--- config.mk ---
export PLATFORM = sky130hd
export DESIGN_NAME = random_sample_set_core
export DESIGN_NICKNAME = d
export VERILOG_FILES = /design/src/rtl/rss_pkg.sv /design/src/rtl/random_sample_set_core.sv /design/src/rtl/rss_store.sv
export SDC_FILE = /design/constraint.sdc
export NUM_CORES = 2
export LEC_CHECK = 0
export BUFFER_PORTS_ARGS = -buffer_cell sky130_fd_sc_hd__buf_4
export CELL_PAD_IN_SITES_DETAIL_PLACEMENT = 1
export CELL_PAD_IN_SITES_GLOBAL_PLACEMENT = 1
export CORE_UTILIZATION = 55
export DETAILED_ROUTE_END_ITERATION = 10
export HOLD_SLACK_MARGIN = 0.12
export PLACE_DENSITY_LB_ADDON = 0.1
export SETUP_SLACK_MARGIN = 0.1
export SYNTH_ARGS = -nofsm -noshare
export SYNTH_HDL_FRONTEND = slang
export SYNTH_SLANG_ARGS = --single-unit
--- constraint.sdc ---
create_clock -name clock -period 14.3 [get_ports clock]
set_input_delay 2.145 -clock clock [delete_from_list [all_inputs] [get_ports clock]]
set_output_delay 2.145 -clock clock [all_outputs]
set_load 0.05 [all_outputs]
--- src/rtl/rss_pkg.sv ---
// Package for the random sample set core: beat types, operation and status codes.
// No dependencies; imported by rss_store, random_sample_set_core, rss_result_checker and testbench.
`default_nettype none

package rss_pkg;

   localparam int DATA_W       = 32;
   localparam int RAND_W       = 31;
   localparam int COUNT_W      = 7;
   localparam int CAPACITY_DEF = 64;

   // operation codes
   localparam logic [1:0] KIND_INSERT = 2'd0;
   localparam logic [1:0] KIND_REMOVE = 2'd1;
   localparam logic [1:0] KIND_DRAW   = 2'd2;

   // result status codes
   localparam logic [1:0] STATUS_DONE  = 2'd0;
   localparam logic [1:0] STATUS_NOT   = 2'd1;
   localparam logic [1:0] STATUS_FULL  = 2'd2;
   localparam logic [1:0] STATUS_EMPTY = 2'd3;

   typedef struct packed {
      logic [1:0]               kind;
      logic signed [DATA_W-1:0] value;
      logic [RAND_W-1:0]        random_draw;
   } req_type;

   typedef struct packed {
      logic [1:0]               status;
      logic signed [DATA_W-1:0] picked_value;
      logic [COUNT_W-1:0]       element_count;
   } rsp_type;

endpackage

`default_nettype wire

--- src/rtl/random_sample_set_core.sv ---
// Random sample set core: insert / remove / random draw over a dense store.
// Insert and remove: linear scan over the occupied part, one store read per cycle,
//   then for a remove that hits, the last-entry move. Draw: 31-step restoring modulo,
//   then one store read; draw on an empty set and an unused kind finish straight from idle.
// One beat at a time; busy is high while an item is in work. Results are a one-cycle
// strobe that cannot be stalled. Synchronous reset empties the set; store contents stay.
`default_nettype none

module random_sample_set_core
   import rss_pkg::*;
#(
   parameter int CAPACITY = CAPACITY_DEF
) (
   input  wire logic    clock,
   input  wire logic    reset,
   input  wire logic    start,
   output logic         busy,
   input  wire req_type req_item,
   output logic         rsp_strobe,
   output rsp_type      rsp_item
);

   localparam int ADDR_W = (CAPACITY > 1) ? $clog2(CAPACITY) : 1;
   localparam int CNT_W  = $clog2(CAPACITY + 1);
   localparam int STEP_W = $clog2(RAND_W);

   // sequencer states
   localparam logic [2:0] S_IDLE     = 3'd0;
   localparam logic [2:0] S_SCAN     = 3'd1;
   localparam logic [2:0] S_LAST_RD  = 3'd2;
   localparam logic [2:0] S_LAST_WR  = 3'd3;
   localparam logic [2:0] S_DIV      = 3'd4;
   localparam logic [2:0] S_PICK_RD  = 3'd5;
   localparam logic [2:0] S_PICK_OUT = 3'd6;

   // control state
   logic [2:0]        state_ff, state_in;
   logic [CNT_W-1:0]  count_ff, count_in;
   logic              rd_vld_ff, rd_vld_in;
   logic              rsp_valid_ff, rsp_valid_in;

   // working registers of the current beat
   logic [1:0]        kind_ff, kind_in;
   logic [DATA_W-1:0] value_ff, value_in;
   logic [RAND_W-1:0] rnd_ff, rnd_in;
   logic [CNT_W-1:0]  scan_ff, scan_in;
   logic [ADDR_W-1:0] hit_ff, hit_in;
   logic [CNT_W-1:0]  rem_ff, rem_in;
   logic [STEP_W-1:0] step_ff, step_in;
   rsp_type           rsp_ff, rsp_in;

   // store port
   logic              wr_en;
   logic [ADDR_W-1:0] wr_addr;
   logic [DATA_W-1:0] wr_data;
   logic              rd_en;
   logic [ADDR_W-1:0] rd_addr;
   logic [DATA_W-1:0] rd_data;

   // shared compare / subtract unit and helpers
   logic              issue;
   logic              hit;
   logic [CNT_W-1:0]  last_idx;
   logic [CNT_W-1:0]  prev_scan;
   logic [CNT_W:0]    trial;
   logic [CNT_W:0]    trial_diff;
   logic              fin;
   logic [1:0]        fin_status;
   logic [DATA_W-1:0] fin_picked;

   rss_store #(
      .DEPTH  (CAPACITY),
      .ADDR_W (ADDR_W)
   ) u_store (
      .clock   (clock),
      .wr_en   (wr_en),
      .wr_addr (wr_addr),
      .wr_data (wr_data),
      .rd_en   (rd_en),
      .rd_addr (rd_addr),
      .rd_data (rd_data)
   );

   assign busy       = (state_ff != S_IDLE);
   assign rsp_strobe = rsp_valid_ff;
   assign rsp_item   = rsp_ff;

   assign last_idx   = count_ff - 1'b1;
   assign prev_scan  = scan_ff - 1'b1;
   // scan: read issued while the pointer is inside the occupied part
   assign issue      = (scan_ff < count_ff);
   // data of the read issued last cycle matches the key
   assign hit        = rd_vld_ff && (rd_data == value_ff);
   // one restoring-division step: shift in next dividend bit, try subtract
   assign trial      = {rem_ff, rnd_ff[RAND_W-1]};
   assign trial_diff = trial - {1'b0, count_ff};

   always_comb begin
      state_in   = state_ff;
      count_in   = count_ff;
      rd_vld_in  = 1'b0;
      kind_in    = kind_ff;
      value_in   = value_ff;
      rnd_in     = rnd_ff;
      scan_in    = scan_ff;
      hit_in     = hit_ff;
      rem_in     = rem_ff;
      step_in    = step_ff;
      rsp_in     = rsp_ff;
      rsp_valid_in = 1'b0;
      wr_en      = 1'b0;
      wr_addr    = count_ff[ADDR_W-1:0];
      wr_data    = value_ff;
      rd_en      = 1'b0;
      rd_addr    = scan_ff[ADDR_W-1:0];
      fin        = 1'b0;
      fin_status = STATUS_NOT;
      fin_picked = '0;

      unique case (state_ff)
         S_IDLE: begin
            if (start) begin
               kind_in  = req_item.kind;
               value_in = req_item.value;
               rnd_in   = req_item.random_draw;
               scan_in  = '0;
               rem_in   = '0;
               step_in  = '0;
               case (req_item.kind) inside
                  KIND_INSERT, KIND_REMOVE: begin
                     state_in = S_SCAN;
                  end
                  KIND_DRAW: begin
                     if (count_ff == '0) begin
                        fin        = 1'b1;
                        fin_status = STATUS_EMPTY;
                     end else begin
                        state_in = S_DIV;
                     end
                  end
                  default: begin
                     // unused kind code: no effect
                     fin        = 1'b1;
                     fin_status = STATUS_NOT;
                  end
               endcase
            end
         end

         S_SCAN: begin
            rd_en     = issue;
            rd_vld_in = issue;
            if (issue) begin
               scan_in = scan_ff + 1'b1;
            end
            if (hit) begin
               rd_en     = 1'b0;
               rd_vld_in = 1'b0;
               if (kind_ff == KIND_INSERT) begin
                  fin        = 1'b1;
                  fin_status = STATUS_NOT;
               end else begin
                  hit_in   = prev_scan[ADDR_W-1:0];
                  state_in = S_LAST_RD;
               end
            end else if (!issue && !rd_vld_ff) begin
               // whole occupied part searched, key absent
               fin = 1'b1;
               if (kind_ff == KIND_INSERT) begin
                  if (count_ff == CNT_W'(CAPACITY)) begin
                     fin_status = STATUS_FULL;
                  end else begin
                     wr_en      = 1'b1;
                     count_in   = count_ff + 1'b1;
                     fin_status = STATUS_DONE;
                  end
               end else begin
                  fin_status = STATUS_NOT;
               end
            end
         end

         S_LAST_RD: begin
            rd_en    = 1'b1;
            rd_addr  = last_idx[ADDR_W-1:0];
            state_in = S_LAST_WR;
         end

         S_LAST_WR: begin
            // move last entry into the freed slot
            wr_en      = 1'b1;
            wr_addr    = hit_ff;
            wr_data    = rd_data;
            count_in   = last_idx;
            fin        = 1'b1;
            fin_status = STATUS_DONE;
         end

         S_DIV: begin
            if (trial >= {1'b0, count_ff}) begin
               rem_in = trial_diff[CNT_W-1:0];
            end else begin
               rem_in = trial[CNT_W-1:0];
            end
            rnd_in  = rnd_ff << 1;
            step_in = step_ff + 1'b1;
            if (step_ff == STEP_W'(RAND_W - 1)) begin
               state_in = S_PICK_RD;
            end
         end

         S_PICK_RD: begin
            rd_en    = 1'b1;
            rd_addr  = rem_ff[ADDR_W-1:0];
            state_in = S_PICK_OUT;
         end

         S_PICK_OUT: begin
            fin        = 1'b1;
            fin_status = STATUS_DONE;
            fin_picked = rd_data;
         end

         default: begin
            state_in = S_IDLE;
         end
      endcase

      // completion: load the result beat, return to idle
      if (fin) begin
         state_in               = S_IDLE;
         rsp_valid_in           = 1'b1;
         rsp_in.status          = fin_status;
         rsp_in.picked_value    = fin_picked;
         rsp_in.element_count   = COUNT_W'(count_in);
      end
   end

   // control registers
   always_ff @(posedge clock) begin
      if (reset) begin
         state_ff     <= S_IDLE;
         count_ff     <= '0;
         rd_vld_ff    <= 1'b0;
         rsp_valid_ff <= 1'b0;
      end else begin
         state_ff     <= state_in;
         count_ff     <= count_in;
         rd_vld_ff    <= rd_vld_in;
         rsp_valid_ff <= rsp_valid_in;
      end
   end

   // payload registers
   always_ff @(posedge clock) begin
      kind_ff  <= kind_in;
      value_ff <= value_in;
      rnd_ff   <= rnd_in;
      scan_ff  <= scan_in;
      hit_ff   <= hit_in;
      rem_ff   <= rem_in;
      step_ff  <= step_in;
      rsp_ff   <= rsp_in;
   end

   // ---------------------------------------------------------------- assertions

   // element count never exceeds the store depth
   a_count_bound: assert property (@(posedge clock) disable iff (reset)
      count_ff <= CNT_W'(CAPACITY))
      else $error("element count above capacity");

   // a result beat is only raised as the sequencer goes idle
   a_strobe_idle: assert property (@(posedge clock) disable iff (reset)
      rsp_valid_ff |-> !busy)
      else $error("result strobe while busy");

   // an empty-set status always reports a zero count
   a_empty_count: assert property (@(posedge clock) disable iff (reset)
      (rsp_valid_ff && rsp_ff.status == STATUS_EMPTY) |-> (rsp_ff.element_count == '0))
      else $error("empty status with nonzero count");

   // picked value is zero unless the beat completed
   a_picked_zero: assert property (@(posedge clock) disable iff (reset)
      (rsp_valid_ff && rsp_ff.status != STATUS_DONE) |-> (rsp_ff.picked_value == '0))
      else $error("picked value nonzero on failed operation");

endmodule

`default_nettype wire

--- src/rtl/rss_store.sv ---
// Dense value store: one write port, one read port, registered read data.
// Depends on rss_pkg for the data width and the default depth.
`default_nettype none

module rss_store
   import rss_pkg::*;
#(
   parameter int DEPTH  = CAPACITY_DEF,
   parameter int ADDR_W = (DEPTH > 1) ? $clog2(DEPTH) : 1
) (
   input  wire logic              clock,
   input  wire logic              wr_en,
   input  wire logic [ADDR_W-1:0] wr_addr,
   input  wire logic [DATA_W-1:0] wr_data,
   input  wire logic              rd_en,
   input  wire logic [ADDR_W-1:0] rd_addr,
   output logic      [DATA_W-1:0] rd_data
);

   logic [DATA_W-1:0] mem [DEPTH];

   always_ff @(posedge clock) begin
      if (wr_en) begin
         mem[wr_addr] <= wr_data;
      end
   end

   always_ff @(posedge clock) begin
      if (rd_en) begin
         rd_data <= mem[rd_addr];
      end
   end

endmodule

`default_nettype wire

Yosys cells after proc, flatten, opt, wreduce, memory -nomap -nowiden
Memories as Yosys holds them, arrays and structs flattened. A register that Yosys moved wholly into a read port is not among the register bits. Index checks and enable logic that the tools add are counted.

$add $sub $neg: 6. Magnitude comparators: 2. Equal/unequal tests: 18. Muxes and demuxes: 52. Bitwise gates (word level): 3. Reduce and logical (&&, ||, !) cells: 21.

Operators by type and width (number): case mux 31 bit (2 select lines) (1); 2-to-1 mux 7 bit (7); case mux 7 bit (2 select lines) (3); == test 32 bit (1); 2-to-1 mux 32 bit (1); 2-to-1 mux 31 bit (1); 2-to-1 mux 3 bit (7); case mux 3 bit (6 select lines) (1); 2-to-1 mux 2 bit (8); 2-to-1 mux 1 bit (15); adder 7 x 1 -> 7 bit (second input constant) (2); case mux 6 bit (2 select lines) (1); inequality test 2 bit (second input constant) (5); case mux 5 bit (2 select lines) (1); OR reduction 2 bit (5); == test 3 bit (second input constant) (3); >= comparator 8 x 7 -> 1 bit (1); == test 7 bit (second input constant) (1); logical NOT 7 bit (1); less-than comparator 7 bit (1); AND reduction 7 bit (1); subtractor 7 x 1 -> 7 bit (second input constant) (1); subtractor 7 bit (1); == test 3 x 2 -> 1 bit (second input constant) (2); other kinds (21) (31).

Flip-flop bits (word level): 143. Memory bits (writable): 2048. Output and inout bits: 43. Memories: 1.

Memories: u_store.mem (words 64, bits a word 32, rd ports 1, clocked after Yosys merged registers in 1, wr ports 1, RTL line rss_store.sv:20) `logic [DATA_W-1:0] mem [DEPTH];`.

Logic depth before layout (Yosys ltp)
Word-level depth: 8. Depth in mapped cells: 14. Mapped depth without buffers: 11.

By module
From an unflattened synthesis, not the netlist that was laid out.

Cell total of the unflattened synthesis: 3924. Area, all modules: 86259.0 um2.

Modules (own cells, without submodules): rss_store (instances 1, cells each 3324, area an instance 78835.6 um2, sequential area each 62459.9 um2); random_sample_set_core (instances 1, cells each 600, area an instance 7423.4 um2, sequential area each 4174.0 um2).

Worst setup path after synthesis
No wires, ideal clock.

Path type: flip-flop to flip-flop. Start: register count_ff[4]. End: memory u_store.mem[8][0], enable pin. Setup time: 0.461 ns. Arrival time: 4.438 ns. Data required time: 13.839 ns. Setup slack: 9.401 ns. Cell stages (with the launch flop): 12. Period minus slack after synthesis: 4.899 ns. Path through: dfxtp_1 -> clkbuf_1 -> inv_1 -> ha_1 -> a21o_1 -> a21oi_1 -> o21ai_0 -> or2_2 -> clkbuf_1 -> a41oi_1 -> clkbuf_1 -> nor3_1.

Word-level cells in the longest chain between the ends: 8. Elaborated cells between the ends (all ways): 12. Those cells by class: order compare: 1; eq/ne: 1; mux: 8; reduce/logical: 2.

Ends and longest elaborated chain: start, declared (RTL line random_sample_set_core.sv:38) `logic [CNT_W-1:0] count_ff, count_in;`; start signal, assigned (RTL line random_sample_set_core.sv:248) `count_ff <= count_in;`; less-than comparator 7 bit / == test 7 bit (equally long branches) (RTL line random_sample_set_core.sv:91, random_sample_set_core.sv:170); logical NOT 1 bit / 2-to-1 mux 1 bit (equally long branches) (RTL line random_sample_set_core.sv:166, random_sample_set_core.sv:170); logical AND 1 bit / 2-to-1 mux 1 bit (equally long branches) (RTL line random_sample_set_core.sv:166, random_sample_set_core.sv:169); 2-to-1 mux 1 bit (RTL line random_sample_set_core.sv:166) `end else if (!issue && !rd_vld_ff) begin`; 2-to-1 mux 1 bit (RTL line random_sample_set_core.sv:156) `if (hit) begin`; case mux 1 bit (2 select lines) (RTL line random_sample_set_core.sv:120) `unique case (state_ff)`; 2-to-1 mux 1 bit (RTL line rss_store.sv:23) `if (wr_en) begin`; 2-to-1 mux 1 bit (not written as such) (RTL line rss_store.sv:24) `mem[wr_addr] <= wr_data;`; end, declared (RTL line rss_store.sv:20).

Several ways; a longest one is shown, not always the timed one.

Worst setup path in the final report
Start: register state_ff[2]. End: register u_store.rd_data[0], read port of u_store.mem, data pin.

Word-level cells in the longest chain between the ends: 3. Elaborated cells between the ends (all ways): 6. Those cells by class: eq/ne: 3; mux: 2; reduce/logical: 1.

Ends and longest elaborated chain: start, declared (RTL line random_sample_set_core.sv:37) `logic [2:0] state_ff, state_in;`; start signal, assigned (RTL line random_sample_set_core.sv:247) `state_ff <= state_in;`; == test 3 bit / == test 3 x 2 -> 1 bit (equally long branches) (RTL line random_sample_set_core.sv:120); OR reduction 2 bit (no source line); case mux 1 bit (2 select lines) (RTL line random_sample_set_core.sv:120); end, declared (RTL line rss_store.sv:17) `output logic [DATA_W-1:0] rd_data`.

Several ways; a longest one is shown, not always the timed one. A chain may end at the register's enable or synchronous reset.

==> metrics.md <==
| Metric | Value |
|---|---|
| Status | `complete, no violations` |
| Final #Nets | `approximately 5800` |
| Relative slew slack | `8.56%` |
| Iter 0 DRT Violations | `about 7400` |
| Max rail drop VDD | `between 150 and 200 uV` |
| Util after Layout | `62.4%` |
| Max Clk Rate | `about 160 MHz` |
| Tcrit/Tclk final | `a little over two fifths` |
| CTS tree | `built` |
| IO Port Bufs | `110` |
| P per Cell Area | `157 nW/um^2` |
| DRC | `0` |
| Transition time at the pin with the least slew margin | `approximately 1400 ps` |
| I/O pins | `around 110` |
| Type of origin of the critical path | `flip-flop` |
| Hold crit path type | `flip-flop to flip-flop` |
| Leakage | `32.3 nW` |
| Drt pass-1 iters | `6` |
| Worst setup EP type | `flip-flop` |
| Setup ws final | `just over 8000 ps` |
| Die H | `around 400 um` |
| Largest net degree at the start of global routing | `~140` |
| Clk sinks | `between 2000 and 2500` |
| Register area share after synthesis | `between 70% and 80%` |
| Vias in the first global route | `55200` |
| Tmin final | `6120 ps` |
| RD Place Congestion | `roughly 0.88` |
| Number of synthesized flops with an enable pin | `2211` |
| First-pass GRT wire length | `around 410000 um` |
| Routed Antenna Nets | `0` |
| Global-route usage over all layers | `approximately 36%` |
| GR Overflow Total | `0` |
| FF+latch count, synth | `between 2000 and 2500` |
| Die ar. | `between 150000 and 200000 um^2` |
| Post-Syn Area | `87500 um^2` |
| Worst Path Arrival | `approximately 6800 ps` |
| Core area | `around 160000 um^2` |
| Number of max-capacitance violations reported | `0` |
| Diodes inserted | `0` |
| Drt total wl | `a little under 300000 um` |
| Sum Neg Setup Slack | `0 ps` |
| Dpl ws | `8340 ps` |
| Area growth syn-to-layout | `12.1%` |
| Post-CTS repair timing setup buffer count | `0` |
| Hold-fix buffers, CTS | `0` |
| Post-synth top flop | `edfxtp_1` |
| Final HPWL from detailed placement | `between 150000 and 200000 um` |
| CP Class | `flip-flop to flip-flop` |
| Post-synthesis cell count | `about 5500` |
| Syn avg cell area | `15.9 um^2` |
| Clock Root Buffer | `clkbuf_16` |
| Via count | `about 54000` |
| Fillcell total | `approximately 14000` |
| CP Max Fanout | `between 100 and 150` |
| Syn nets | `5580` |
| CTS clk-pin slew, worst paths | `around 60 ps` |
| Cts bufs inserted | `216` |
| Final setup viols | `0` |
| Critical Path RT | `about 15000 ps` |
| Layout cells sized above 1 | `~15%` |
| Ys async rst share | `0%` |
| Num rows | `approximately 150` |
| CTS resizes | `0` |
| Post-route insts no fill | `approximately 8000` |
| DR WL/cell | `~37 um` |
| Starting Density | `approximately 56%` |
| H-tree depth | `4` |
| Vias/cell | `6.85` |
| Yosys warning total | `0` |
| Final Hold Viols | `0` |
| RSZ-0062 raised after global routing | `no` |
| Synth cell types | `72` |
| Skew final | `about 45 ps` |
| Die W | `between 400 and 500 um` |
| Final Max Slew Viols | `0` |
| Antenna violations before repair | `5` |
| Cells after DPL | `around 7500` |
| Clock Latency Late Sink | `around 870 ps` |
| CTS Buffer Depth | `3` |
==> report_power, final <==
part / leakage (nW) / switching, mW / internal, mW
clock network: 3.25 / 2.49 / 3.05
registers: 20.0 / 0.0634 / 7.36
logic: 9.00 / 1.77 / 0.688
total: 32.3 / 4.32 / 11.1
==> synth_stat cells (all sizes together), types with 8 or more instances <==
cell type  instances  area (um^2)
o211ai            23          173
a21oi            101          505
mux4             152         3420
mux2i            269         2690
and4               9         78.8
xor2              10         87.6
a221oi            17          149
nor2              96          375
clkbuf           147          552
xnor2             38          333
nor3              76          385
a31oi             36          225
edfxtp          2211        66400
nor4              11         68.8
nand2b            10         62.6
dfxtp             12          240
a22oi             53          398
o2111ai           13          114
nand3            334         1670
ha                19          238
nand2           1095         4110
buf              172          990
and2              35          219
nand4            113          707
o22ai             24          150
a211oi            34          255
o21ai             51          267
and3              42          263
nor2b             10         62.6
a32oi            137         1210
a22o               8         70.1
inv               28          105
or3               20          125
==> metal layers <==
layer	up-vias	track usage, %	part of all wire, %
li1	21600	-	-
met5	-	0	0.0045
met3	727	7.17	10
met1	28300	47.7	37
met4	2	20.0	6.4
met2	3442	56.1	46
==> placed cells by master, fill, tap and decap left out, drive strengths merged, types with 13 or more instances in the layout <==
cell type  instances
o211ai            23
a22oi             53
o21ai             51
edfxtp          2211
a221oi            17
nor2              96
xnor2             38
mux4             152
clkinv            80
nor3              76
ha                19
a211oi            34
o22ai             24
clkbuf           275
inv               35
o2111ai           13
a31oi             36
a32oi            137
and3              42
a21oi            101
nand4            113
or3               20
buf              279
nand2           1095
mux2i            269
nand3            334
and2              35
bufinv            14
==> state kept, by name, indices dropped and copies added, names as in the netlist, 3 cells and up <==
name             flops
rnd_ff              31
hit_ff               6
state_ff             3
step_ff              5
count_ff             7
rsp_item            41
value_ff            32
scan_ff              7
u_store.rd_data     32
u_store.mem       2048
rem_ff               7
==> cell type report <==
type                            instances  area, um^2  share of cell area [%]
Timing Repair Buffer                  279        2180                    2.23
Inverter                               29         109                   0.111
Clock inverter                        106        1070                    1.09
Tap cell                             2058        2570                    2.63
Sequential cell                      2223       66600                    68.0
Clock buffer                          275        5650                    5.76
Multi-Input combinational cell       2921       19800                    20.2
==> critical path, stage by stage (launching register included) <==
cell	delay [ps]
dfxtp_1	780
nand2b_1	630
o32a_1	320
buf_4	330
and2_4	750
buf_12	640
buf_4	770
nand2_1	140
a221oi_1	380
nor3_1	100
nor4_1	640
and3_1	260
==> cells by family after synthesis <==
logic type	count (synthesis)	synth area share, %
AOI/OAI and AO/OA	546	4.53
adders and majority gates	20	0.295
buffers and inverters	348	1.89
muxes	426	7.06
and+or+nand+nor	1881	9.56
DFF	2223	76.2
xor gates and xnor gates	48	0.481
==> final timing paths <==
check | startpoint | end | slack [ps] | cells past startpoint
setup / recovery | state_ff[2]$_SDFFE_PP0P_ | u_store.rd_data[0]$_DFFE_PP_ | 8180 | 11
hold / removal | rnd_ff[21]$_DFFE_PP_ | rnd_ff[22]$_DFFE_PP_ | 510 | 2
setup reg to reg | state_ff[2]$_SDFFE_PP0P_ | u_store.rd_data[0]$_DFFE_PP_ | 8180 | 11
hold reg to reg | rnd_ff[21]$_DFFE_PP_ | rnd_ff[22]$_DFFE_PP_ | 510 | 2
==> metrics by stage <==
step	instance area, um^2	total power, mW	hold WS (ps)
floorplan	87500	9.02	484
global placement	91300	9.89	490
detailed placement	91300	9.96	502
CTS	98000	15.4	518
global route	98000	15.7	531
finish	98000	15.4	511
Power figures use the tool's default switching activity.
